--- src/hw/rtl/cps_pkg.sv ---
// Shared types and constants for the connection pair selector.
`default_nettype none

package cps_pkg;

  localparam logic [1:0] MODE_WRITE  = 2'd0;
  localparam logic [1:0] MODE_REMOVE = 2'd1;
  localparam logic [1:0] MODE_EVAL   = 2'd2;
  localparam logic [1:0] MODE_SELECT = 2'd3;

  localparam logic [1:0]  WS_UNRELIABLE = 2'd1;
  localparam logic [15:0] MIN_IMP_RESET = 16'd10;

  typedef struct packed {
    logic [1:0]  mode;
    logic [3:0]  slot;
    logic        writable;
    logic [1:0]  wr_state;
    logic        receiving;
    logic [62:0] priority_req;
    logic [15:0] rtt_ms;
    logic        has_selection;
  } cps_in_t;

  typedef struct packed {
    logic       switch_found;
    logic [3:0] switch_slot;
    logic       best_valid;
    logic [3:0] best_slot;
  } cps_out_t;

  // One table entry as it is kept in the pair RAM.
  typedef struct packed {
    logic        writable;
    logic [1:0]  wr_state;
    logic        receiving;
    logic [62:0] prio;
    logic [15:0] rtt;
  } cps_entry_t;

  localparam int ENTRY_W = $bits(cps_entry_t);

  typedef struct packed {
    logic apply;      // table or selection update from the accepted word
    logic scan_init;  // clear the running best and rewind the scan index
    logic scan_rd;    // read the entry at the scan index and advance
    logic sel_rd;     // read the selected entry
    logic finish;     // form the evaluate result
  } cps_cmd_t;

  typedef struct packed {
    logic scan_last;
  } cps_status_t;

endpackage

`default_nettype wire

--- src/hw/rtl/cps_ram.sv ---
// Generic single write port RAM with one registered read port.
`default_nettype none

module cps_ram #(
  parameter int WIDTH = 8,
  parameter int DEPTH = 16
) (
  input  wire logic                     clk,
  input  wire logic                     we,
  input  wire logic [$clog2(DEPTH)-1:0] waddr,
  input  wire logic [WIDTH-1:0]         wdata,
  input  wire logic [$clog2(DEPTH)-1:0] raddr,
  output logic      [WIDTH-1:0]         rdata
);

  logic [WIDTH-1:0] mem_r [DEPTH];

  always_ff @(posedge clk) begin
    if (we) begin
      mem_r[waddr] <= wdata;
    end
    rdata <= mem_r[raddr];
  end

endmodule

`default_nettype wire

--- src/hw/rtl/cps_ctrl.sv ---
// Control state machine: sequences updates and the evaluate scan.
`default_nettype none

module cps_ctrl (
  input  wire logic                clk,
  input  wire logic                rst_n,
  input  wire logic                start,
  input  wire logic [1:0]          in_mode,
  input  wire cps_pkg::cps_status_t status,
  output logic                     busy,
  output cps_pkg::cps_cmd_t        cmd
);
  import cps_pkg::*;

  typedef enum logic [3:0] {
    ST_IDLE  = 4'b0001,
    ST_SCAN  = 4'b0010,
    ST_SELRD = 4'b0100,
    ST_FIN   = 4'b1000
  } state_t;

  state_t state_r;
  state_t state_nxt;

  always_comb begin
    state_nxt = state_r;
    cmd       = '0;
    case (state_r)
      ST_IDLE: begin
        if (start) begin
          if (in_mode == MODE_EVAL) begin
            cmd.scan_init = 1'b1;
            state_nxt     = ST_SCAN;
          end else begin
            cmd.apply = 1'b1;
          end
        end
      end
      ST_SCAN: begin
        cmd.scan_rd = 1'b1;
        if (status.scan_last) begin
          state_nxt = ST_SELRD;
        end
      end
      ST_SELRD: begin
        cmd.sel_rd = 1'b1;
        state_nxt  = ST_FIN;
      end
      ST_FIN: begin
        cmd.finish = 1'b1;
        state_nxt  = ST_IDLE;
      end
      default: begin
        state_nxt = ST_IDLE;
      end
    endcase
  end

  always_ff @(posedge clk) begin
    if (!rst_n) begin
      state_r <= ST_IDLE;
    end else begin
      state_r <= state_nxt;
    end
  end

  assign busy = (state_r != ST_IDLE);

endmodule

`default_nettype wire

--- src/hw/rtl/cps_dp.sv ---
// Datapath: pair table, valid bits, selection, ranking comparator and result register.
`default_nettype none

module cps_dp #(
  parameter int MAX_PAIRS = 16
) (
  input  wire logic                clk,
  input  wire logic                rst_n,
  input  wire cps_pkg::cps_in_t    in_word,
  input  wire cps_pkg::cps_cmd_t   cmd,
  input  wire logic                cfg_we,
  input  wire logic [15:0]         cfg_wdata,
  output cps_pkg::cps_status_t     status,
  output logic                     out_strobe,
  output cps_pkg::cps_out_t        out_word
);
  import cps_pkg::*;

  localparam int SLOT_W = $clog2(MAX_PAIRS);
  localparam logic [SLOT_W-1:0] LAST_IDX = SLOT_W'(MAX_PAIRS - 1);

  // True when entry a ranks strictly above entry b.
  function automatic logic ranks_above(input cps_entry_t a, input cps_entry_t b);
    logic r;
    if (a.writable != b.writable) begin
      r = a.writable;
    end else if (a.wr_state != b.wr_state) begin
      r = (a.wr_state < b.wr_state);
    end else if (a.receiving != b.receiving) begin
      r = a.receiving;
    end else if (a.prio != b.prio) begin
      r = (a.prio > b.prio);
    end else begin
      r = (a.rtt < b.rtt);
    end
    return r;
  endfunction

  logic [MAX_PAIRS-1:0] valid_r, valid_nxt;
  logic                 sel_valid_r, sel_valid_nxt;
  logic [SLOT_W-1:0]    sel_slot_r, sel_slot_nxt;
  logic [15:0]          min_imp_r;
  logic [SLOT_W-1:0]    idx_r, idx_nxt;
  logic                 cmp_v_r;
  logic [SLOT_W-1:0]    cmp_idx_r;
  logic                 best_found_r, best_found_nxt;
  logic [SLOT_W-1:0]    best_idx_r, best_idx_nxt;
  cps_entry_t           best_r, best_nxt;
  logic                 out_strobe_r;
  cps_out_t             out_word_r, out_word_nxt;

  logic [SLOT_W-1:0] slot_idx;
  logic              in_range;
  logic              ram_we;
  logic [SLOT_W-1:0] ram_raddr;
  cps_entry_t        ram_wdata;
  cps_entry_t        ram_rdata;
  logic              take;
  logic              ready;
  logic [16:0]       rtt_sum;
  logic              gain_ok;
  logic              sw;

  assign slot_idx = SLOT_W'(in_word.slot);
  assign in_range = ({28'd0, in_word.slot} < 32'(MAX_PAIRS));

  assign ram_we    = cmd.apply && (in_word.mode == MODE_WRITE) && in_range;
  assign ram_wdata = '{writable:    in_word.writable,
                       wr_state:    in_word.wr_state,
                       receiving:   in_word.receiving,
                       prio:        in_word.priority_req,
                       rtt:         in_word.rtt_ms};
  assign ram_raddr = cmd.sel_rd ? sel_slot_r : idx_r;

  cps_ram #(
    .WIDTH (ENTRY_W),
    .DEPTH (MAX_PAIRS)
  ) u_ram (
    .clk   (clk),
    .we    (ram_we),
    .waddr (slot_idx),
    .wdata (ram_wdata),
    .raddr (ram_raddr),
    .rdata (ram_rdata)
  );

  assign status.scan_last = (idx_r == LAST_IDX);

  // Table and selection updates.
  always_comb begin
    valid_nxt     = valid_r;
    sel_valid_nxt = sel_valid_r;
    sel_slot_nxt  = sel_slot_r;
    if (cmd.apply) begin
      case (in_word.mode)
        MODE_WRITE: begin
          if (in_range) begin
            valid_nxt[slot_idx] = 1'b1;
          end
        end
        MODE_REMOVE: begin
          if (in_range) begin
            valid_nxt[slot_idx] = 1'b0;
            if (sel_valid_r && (sel_slot_r == slot_idx)) begin
              sel_valid_nxt = 1'b0;
            end
          end
        end
        MODE_SELECT: begin
          if (!in_word.has_selection) begin
            sel_valid_nxt = 1'b0;
          end else if (in_range && valid_r[slot_idx]) begin
            sel_valid_nxt = 1'b1;
            sel_slot_nxt  = slot_idx;
          end
        end
        default: begin
        end
      endcase
    end
  end

  // Running best: the data read last cycle is compared against it.
  assign take = cmp_v_r && valid_r[cmp_idx_r] &&
                (!best_found_r || ranks_above(ram_rdata, best_r));

  always_comb begin
    idx_nxt        = idx_r;
    best_found_nxt = best_found_r;
    best_idx_nxt   = best_idx_r;
    best_nxt       = best_r;
    if (cmd.scan_init) begin
      idx_nxt        = '0;
      best_found_nxt = 1'b0;
    end else if (cmd.scan_rd) begin
      idx_nxt = idx_r + 1'b1;
    end
    if (take) begin
      best_found_nxt = 1'b1;
      best_idx_nxt   = cmp_idx_r;
      best_nxt       = ram_rdata;
    end
  end

  // Decision: in the finish cycle the RAM output holds the selected entry.
  assign ready   = best_r.writable || (best_r.wr_state == WS_UNRELIABLE);
  assign rtt_sum = {1'b0, best_r.rtt} + {1'b0, min_imp_r};
  assign gain_ok = (rtt_sum <= {1'b0, ram_rdata.rtt});
  assign sw      = best_found_r && ready &&
                   !(sel_valid_r && (sel_slot_r == best_idx_r)) &&
                   (!sel_valid_r || gain_ok);

  always_comb begin
    out_word_nxt = '0;
    if (cmd.finish) begin
      out_word_nxt.switch_found = sw;
      out_word_nxt.switch_slot  = sw ? 4'(best_idx_r) : 4'd0;
      out_word_nxt.best_valid   = best_found_r;
      out_word_nxt.best_slot    = best_found_r ? 4'(best_idx_r) : 4'd0;
    end
  end

  always_ff @(posedge clk) begin
    if (!rst_n) begin
      valid_r      <= '0;
      sel_valid_r  <= 1'b0;
      sel_slot_r   <= '0;
      min_imp_r    <= MIN_IMP_RESET;
      cmp_v_r      <= 1'b0;
      best_found_r <= 1'b0;
      out_strobe_r <= 1'b0;
      idx_r        <= '0;
    end else begin
      valid_r      <= valid_nxt;
      sel_valid_r  <= sel_valid_nxt;
      sel_slot_r   <= sel_slot_nxt;
      if (cfg_we) begin
        min_imp_r <= cfg_wdata;
      end
      cmp_v_r      <= cmd.scan_rd;
      best_found_r <= best_found_nxt;
      out_strobe_r <= cmd.apply || cmd.finish;
      idx_r        <= idx_nxt;
    end
  end

  always_ff @(posedge clk) begin
    cmp_idx_r  <= idx_r;
    best_idx_r <= best_idx_nxt;
    best_r     <= best_nxt;
    out_word_r <= out_word_nxt;
  end

  assign out_strobe = out_strobe_r;
  assign out_word   = out_word_r;

endmodule

`default_nettype wire

--- src/hw/rtl/connection_pair_selector.sv ---
// Top level of the connection pair selector.
//
// A command word is taken on in_word at a clock edge where start is high and
// busy is low. Write, remove and select words update the pair table or the
// selection in that edge and are never busy; their result word, all zeros, is
// shown on out_word with out_strobe high in the next cycle, so one such word
// can be taken every cycle.
// An evaluate word scans the table through the single read port of the pair
// RAM, one slot per cycle, then reads the selected entry for the RTT
// hysteresis check. busy stays high through the scan, the read of the selected
// entry and the finish step, and the result word is registered from the finish step.
// Every result word is shown for exactly one cycle; the receiver has no way
// to hold it, so it must take it in that cycle.
// cfg_wdata is written to the minimum RTT improvement register at any edge
// where cfg_we is high; write it only while no word is in flight.
// Synchronous reset clears all valid bits and the selection and loads the
// improvement register with 10 ms. Entry contents are not cleared; the data of
// an entry is only used while its valid bit, set by a write, is high.
`default_nettype none

module connection_pair_selector #(
  parameter int MAX_PAIRS = 16
) (
  input  wire logic              clk,
  input  wire logic              rst_n,
  input  wire logic              start,
  output logic                   busy,
  input  wire cps_pkg::cps_in_t  in_word,
  output logic                   out_strobe,
  output cps_pkg::cps_out_t      out_word,
  input  wire logic              cfg_we,
  input  wire logic [15:0]       cfg_wdata
);
  import cps_pkg::*;

  cps_cmd_t    cmd;
  cps_status_t status;

  cps_ctrl u_ctrl (
    .clk     (clk),
    .rst_n   (rst_n),
    .start   (start),
    .in_mode (in_word.mode),
    .status  (status),
    .busy    (busy),
    .cmd     (cmd)
  );

  cps_dp #(
    .MAX_PAIRS (MAX_PAIRS)
  ) u_dp (
    .clk        (clk),
    .rst_n      (rst_n),
    .in_word    (in_word),
    .cmd        (cmd),
    .cfg_we     (cfg_we),
    .cfg_wdata  (cfg_wdata),
    .status     (status),
    .out_strobe (out_strobe),
    .out_word   (out_word)
  );

endmodule

`default_nettype wire
--- config.mk ---
export PLATFORM = sky130hd
export DESIGN_NAME = connection_pair_selector
export DESIGN_NICKNAME = d
export VERILOG_FILES = /design/src/hw/rtl/cps_pkg.sv /design/src/hw/rtl/cps_ram.sv /design/src/hw/rtl/cps_ctrl.sv /design/src/hw/rtl/cps_dp.sv /design/src/hw/rtl/connection_pair_selector.sv
export SDC_FILE = /design/constraint.sdc
export NUM_CORES = 2
export LEC_CHECK = 0
export BUFFER_PORTS_ARGS = -buffer_cell sky130_fd_sc_hd__buf_4
export CORE_MARGIN = 4
export CORE_UTILIZATION = 55
export CTS_CLUSTER_DIAMETER = 80
export DETAILED_ROUTE_END_ITERATION = 10
export PLACE_DENSITY = 0.71
export SLEW_MARGIN = 20
export SYNTH_ARGS = -nofsm -noshare
export SYNTH_HDL_FRONTEND = slang
export SYNTH_SLANG_ARGS = --single-unit
--- constraint.sdc ---
create_clock -name clk -period 12.2 [get_ports clk]
set_clock_uncertainty 0.1 [all_clocks]
set_input_delay 1.83 -clock clk [delete_from_list [all_inputs] [get_ports clk]]
set_output_delay 1.83 -clock clk [all_outputs]
set_load 0.02 [all_outputs]
======== Word-level counts from Yosys, hierarchy flattened ========
Memories as Yosys holds them, arrays and structs flattened. A register that Yosys moved wholly into a read port is not among the register bits.
Index checks and enable logic that the tools add are counted.
W data, S select, Z words.
word-level totals
  bits in registers ....................... 149
  bits in latches ......................... 0
  memory bits (writable) .................. 1328
  bits in read-only memories .............. 0
  input bits .............................. 110
  word-level logic and storage cells ...... 113
  memories ................................ 1
memory list
  name              depth  width  rd ports  clocked after Yosys merged registers in  wr ports  line           source
  u_dp.u_ram.mem_r  16     83     1         1                                        1         cps_ram.sv:16  logic [WIDTH-1:0] mem_r [DEPTH];
operators by class
  $add $sub $neg .......................... 2
  $mul .................................... 0
  div/mod/pow operators ................... 0
  magnitude comparators ................... 7
  eq/ne operators ......................... 21
  shift operators ......................... 0
  muxes and demuxes ....................... 31
  bitwise operators ....................... 4
  reduce and logical (&&, ||, !) cells .... 27
operator list
  cell                   count
  $gt A63 B63 Y1         1
  $ne A63 B63 Y1         1
  $pmux W16 S2           1
  $mux W1                19
  $add A16 B16 Y17       1
  $le A17 B16 Y1         1
  $and A16 B16 Y16       1
  $lt A16 B16 Y1         1
  $mux W4                4
  $not A16 Y16           1
  $or A16 B16 Y16        1
  $pmux W4 S3            1
  $lt A4 B5 Y1 const B   2
  $logic_and A1 B1 Y1    9
  $bmux W1 S4            2
  $eq A4 B4 Y1           2
  $eq A4 B4 Y1 const B   2
  $reduce_and A4 Y1      2
  $reduce_and A2 Y1      3
  $reduce_bool A2 Y1     3
  $add A4 B1 Y4 const B  1
  $demux W1 S4           1
  $eq A2 B1 Y1 const B   2
  $eq A2 B2 Y1 const B   2
  19 further kinds       28

======== Logic depth before layout (Yosys ltp) ========
  depth after elaboration ................. 8
  mapped depth ............................ 18
  gate-level depth less buffers ........... 18

======== Modules after synthesis ========
A second synthesis with hierarchy kept.
unflattened totals
  cells, all modules ...................... 2929
  area, all modules ....................... 59847.4 um^2
by module, submodules not included
  module    times used  cells an instance  area each (um^2)  sequential area each (um^2)
  cps_ram   1           2129               51306.7           41539.8
  cps_dp    1           779                8320.5            3773.6
  cps_ctrl  1           21                 220.2             80.1

======== Worst setup path after synthesis ========
No wires, ideal clock.
  path type ............................... input to register
  start point ............................. input port in_word[84] (netlist name)
  end point ............................... memory u_dp.u_ram.mem_r[11][0] (netlist name), enable pin
  library setup time ...................... 0.630 ns
  arrival time ............................ 8.328 ns
  slack ................................... 3.142 ns
  stages .................................. 4
  path buffers ............................ 2
  cell sequence ........................... clkbuf_1 -> clkbuf_1 -> nand4_1 -> nor3_1
RTL lines
  item             line                            source
  start, declared  connection_pair_selector.sv:28  input wire cps_pkg::cps_in_t in_word,
  end, declared    cps_ram.sv:16
Straight into the memory's write port.

======== Worst setup path after layout ========
  start point ............................. register u_ctrl.state_r[2]
  end point ............................... register u_dp.u_ram.rdata[55], read port of u_dp.u_ram.mem_r
on the way
  longest elaborated chain between the ends .. 3
RTL lines
  item                    line            source
  start, declared         cps_ctrl.sv:22  state_t state_r;
  start signal, assigned  cps_ctrl.sv:63  state_r <= state_nxt;
  $eq A4 B3 Y1            cps_ctrl.sv:28  case (state_r)
  $mux W1                 cps_ctrl.sv:28
  $mux W4                 cps_dp.sv:73    assign ram_raddr = cmd.sel_rd ? sel_slot_r : idx_r;
  end, declared           cps_ram.sv:13   output logic [WIDTH-1:0] rdata
No other way between the ends.
A chain may end at the register's enable or synchronous reset.

==> Flow_metrics.wiki <==
{| class="wikitable"
! Metric !! Value
|-
| Outcome || completed
|-
| Beginning of the worst register-to-register path || u_ctrl.state_r[2]
|-
| Number of global-route vias before repair || 31600
|-
| DRT met1 WL || 54.5 mm
|-
| Hold buffers post-CTS || 0
|-
| Prevailing post-synth register cell || edfxtp_1
|-
| Path type of the worst setup path || reg -> reg
|-
| Total wire length after detailed routing || 133 mm
|-
| Setup slack after layout || 6.70 ns
|-
| Arrival time worst endpoint || 6.00 ns
|-
| Final routed DRC violation total || 0
|-
| Clock insertion delay at the later pin of the skew report || 0.77 ns
|-
| Detailed Place HPWL || 69.5 mm
|-
| Power density over cell area || 158 nW/µm²
|-
| Die ar. || 115000 µm²
|-
| Slew at the pin with the worst max-slew slack || 1.15 ns
|-
| Post-Route Setup TNS || 0 ns
|-
| Hold violation count in the final report || 0
|-
| Hold-critical path depth || 0
|-
| Critical path cell sequence || nor4b_4, mux2i_4, buf_4, buf_4, buf_4, mux4_2, and2_1, a211oi_1, a31oi_1
|-
| Share of the yosys chip area belonging to registers || 75.2%
|-
| Starting DRT DRC Count || 3029
|-
| Register-to-Register Path Depth || 9
|-
| Largest stage delay, worst path || 0.89 ns
|-
| Startpoint type of the worst setup path || flop
|-
| Clk network pwr share || 44.1%
|-
| DP Worst Slack || 6.57 ns
|-
| # IOs || 122
|-
| Synthesized instance count || 3092
|-
| WL/cell || 27.5 µm
|-
| Effective utilization at floorplan || 55.4%
|-
| Number of CTS-inserted buffers || 156
|-
| Depth of the CTS H-tree || 4
|-
| Worst Hold Launch || u_dp.u_ram.rdata[16]
|-
| Critical Path Start || u_ctrl.state_r[2]
|-
| Final count of negative-setup-slack endpoints || 0
|-
| Maxcap violations || 0
|-
| Total Power Consumption || 10.8 mW
|-
| Routability congestion estimate || 0.775
|-
| Routed Antenna Nets || 0
|-
| Global-route total usage across every layer || 23.4%
|-
| Clock transition time at the flip-flop clock pins of the worst setup and hold paths || 0.06 ns
|-
| Die outline height || 339 µm
|-
| Syn avg cell area || 19.5 µm²
|-
| Clock tree sinks || 1560
|-
| Number of warnings issued by yosys || 0
|-
| Number of standard-cell rows in the floorplan || 121
|-
| Tightest Hold Check Type || reg -> reg
|-
| Type of destination of the critical path || flop
|-
| Maximum clock frequency || 0.182 GHz
|-
| Synth async-reset ratio || 0%
|-
| Switching Power || 2.15 mW
|-
| Synthesized cell area || 60300 µm²
|-
| Clock period minus worst slack || 5.50 ns
|-
| Detailed-routing iteration count for the pre-antenna-repair pass || 7
|-
| VDD IR max || 0.000140 V
|-
| Largest net degree at the start of global routing || 167
|-
| Layout-stage area growth over the synthesis result || 13.2%
|-
| Clock tree from TritonCTS || built
|-
| Count of flip-flops with a built-in enable after synthesis || 1415
|-
| Gate power share || 1.7%
|-
| Post-Synthesis Net Count || 3316
|-
| Final worst hold slack || 0.317 ns
|-
| Total Nets Final || 3510
|-
| Worst-case clock buffer depth || 3
|-
| Sequential cell fraction of total power || 54.3%
|-
| Final-report max-slew violation count || 0
|-
| Core area || 109000 µm²
|-
| Internal cell power || 8.63 mW
|-
| Detail Route met3 WL || 9.53 mm
|-
| Critical path data required time || 12.70 ns
|-
| Leakage power || 23.2 nW
|-
| Tcrit/Tclk final || 45.1%
|-
| RSZ-0062 raised after global routing || no
|-
| CP Max Fanout || 49
|-
| Remaining Overflow, GRT || 0
|-
| Flip-flop and latch count after synthesis || 1560
|-
| Final instance area || 68300 µm²
|-
| Switching share of power || 19.9%
|-
| Count of input and output buffers || 121
|-
| Most frequent cell on the critical path || buf_4
|-
| Post-detailed-placement cell area || 63100 µm²
|-
| Met2 WL post-DR || 65.9 mm
|-
| Post-synthesis cell type count || 52
|-
| Wire length of the first global-routing pass || 202 mm
|-
| Vias per cell || 6.24
|-
| Die span in x || 339 µm
|-
| Highest metal layer used by the detailed router || met5
|-
| Fraction of layout cells with a size suffix above 1 || 22.4%
|-
| Clock tree root driver cell || clkbuf_16
|-
| Worst rel slew slack || 23.0%
|-
| Highest-delay cell along the critical path || buf_4
|-
| Filler cell count || 7235
|-
| Via Count || 30200
|-
| Quantity of gates resized following cts || 0
|-
| Count of buffers added by post-CTS timing repair for setup || 0
|-
| Antenna violations before repair || 5
|}
## logic make-up (layout without fill, tap and decap cells)
family	Yosys count	count (layout)	share of synthesized area [%]
DFF	1560	1560	75.2
and+or+nand+nor	452	452	3.67
muxes	367	367	13.2
AOI/OAI and AO/OA	322	322	3.58
buffers and inverters	256	583	1.67
adders and majority gates	114	114	2.38
xor gates and xnor gates	21	21	0.305
other	0	4	0
## state kept, by name, indices dropped and copies added (netlist names), named ones only
| signal | flops |
|---|---|
| u_dp.out_word | 10 |
| u_dp.out_strobe | 1 |
| u_dp.best_idx_r | 4 |
| u_dp.u_ram.rdata | 83 |
| u_dp.best_found_r | 1 |
| u_dp.min_imp_r | 16 |
| u_ctrl.state_r | 4 |
| u_dp.best_r | 83 |
| u_dp.idx_r | 4 |
| u_dp.sel_valid_r | 1 |
| u_dp.sel_slot_r | 4 |
| u_dp.cmp_v_r | 1 |
| u_dp.u_ram.mem_r | 1328 |
| u_dp.cmp_idx_r | 4 |
## layout make-up
class | count | area (µm²) | area share [%]
sequential | 1560 | 45400 | 66.5
antenna | 4 | 10.0 | 0.0147
clock buffer | 217 | 4260 | 6.24
clock inverter | 74 | 855 | 1.25
tap | 1414 | 1770 | 2.59
timing repair buffer | 175 | 1440 | 2.10
inverter | 117 | 439 | 0.643
multi-input combinational | 1276 | 14100 | 20.7
## through the flow
stage          cells  utilization (%)
4_1_cts         4831             62.7
3_3_place_gp    4538             57.9
5_1_grt         4833             62.7
6_report        4837             62.8
2_1_floorplan   3092                -
3_5_place_dp    4540             58.0
## Yosys cell counts, drive strengths merged, types with 22 or more instances
| master | count | area share (%) |
|---|---|---|
| edfxtp | 1415 | 70 |
| buf | 45 | 0.36 |
| nand4 | 23 | 0.24 |
| a21oi | 43 | 0.36 |
| a211oi | 92 | 1.1 |
| o21ai | 31 | 0.26 |
| nand3 | 22 | 0.18 |
| nand2 | 198 | 1.2 |
| and2 | 87 | 0.90 |
| mux2i | 24 | 0.40 |
| dfxtp | 145 | 4.8 |
| mux4 | 342 | 13 |
| inv | 117 | 0.73 |
| a31oi | 86 | 0.89 |
| clkbuf | 94 | 0.58 |
| nor2 | 43 | 0.27 |
| ha | 113 | 2.3 |
| nor2b | 30 | 0.31 |
## metal layers
metal | up-vias | track usage, %
met1 | 15900 | 32.2
met5 | - | 0
met2 | 1181 | 38.6
met3 | 236 | 4.87
li1 | 12900 | -
met4 | 4 | 6.63
## path summary, 6_finish.rpt
| check | to | slack [ns] |
|---|---|---|
| min reg2reg | u_dp.best_r[16] | 0.32 |
| min | u_dp.best_r[16] | 0.32 |
| max reg2reg | u_dp.u_ram.rdata[55] | 6.70 |
| max | u_dp.u_ram.rdata[55] | 6.70 |
## power by group through the flow
stage	sequential (mW)	combinational, mW	clock (mW)
final	5.85	0.178	4.75
after global routing	5.85	0.197	5.07
after CTS	5.85	0.178	4.83
after global placement	5.96	0.166	0
after floorplan	5.96	0.0653	0
after detailed placement	5.96	0.178	0
## layout by cell type (no fill, tap or decap), types with 12 or more instances in the layout
cell type	Yosys	layout
nor2_4	0	12
clkinv_1	0	21
a21o_1	13	13
a21oi_1	43	43
ha_1	113	113
nand4_1	23	23
nor2_1	43	31
nor2b_1	30	30
buf_4	0	167
mux2i_1	24	20
dfxtp_1	145	145
a31oi_1	86	86
o21a_1	12	12
edfxtp_1	1415	1415
clkbuf_1	94	49
o21ai_0	31	31
nand3_1	22	22
mux4_2	342	342
a211oi_1	92	92
nand2_1	198	198
clkinv_2	0	20
and2_1	86	86
inv_1	117	117
clkbuf_16	0	157
bufinv_16	0	12
## critical path, delay by kind of cell, from the launching register on
family	cells	cell delay [ns]
buffers and inverters	3	2.42
AND/OR/NAND/NOR	2	0.93
flip-flops	1	0.45
AO/OA/AOI/OAI	2	0.35
multiplexers	2	0.95
Note: power is estimated with default switching activity, not from simulation.
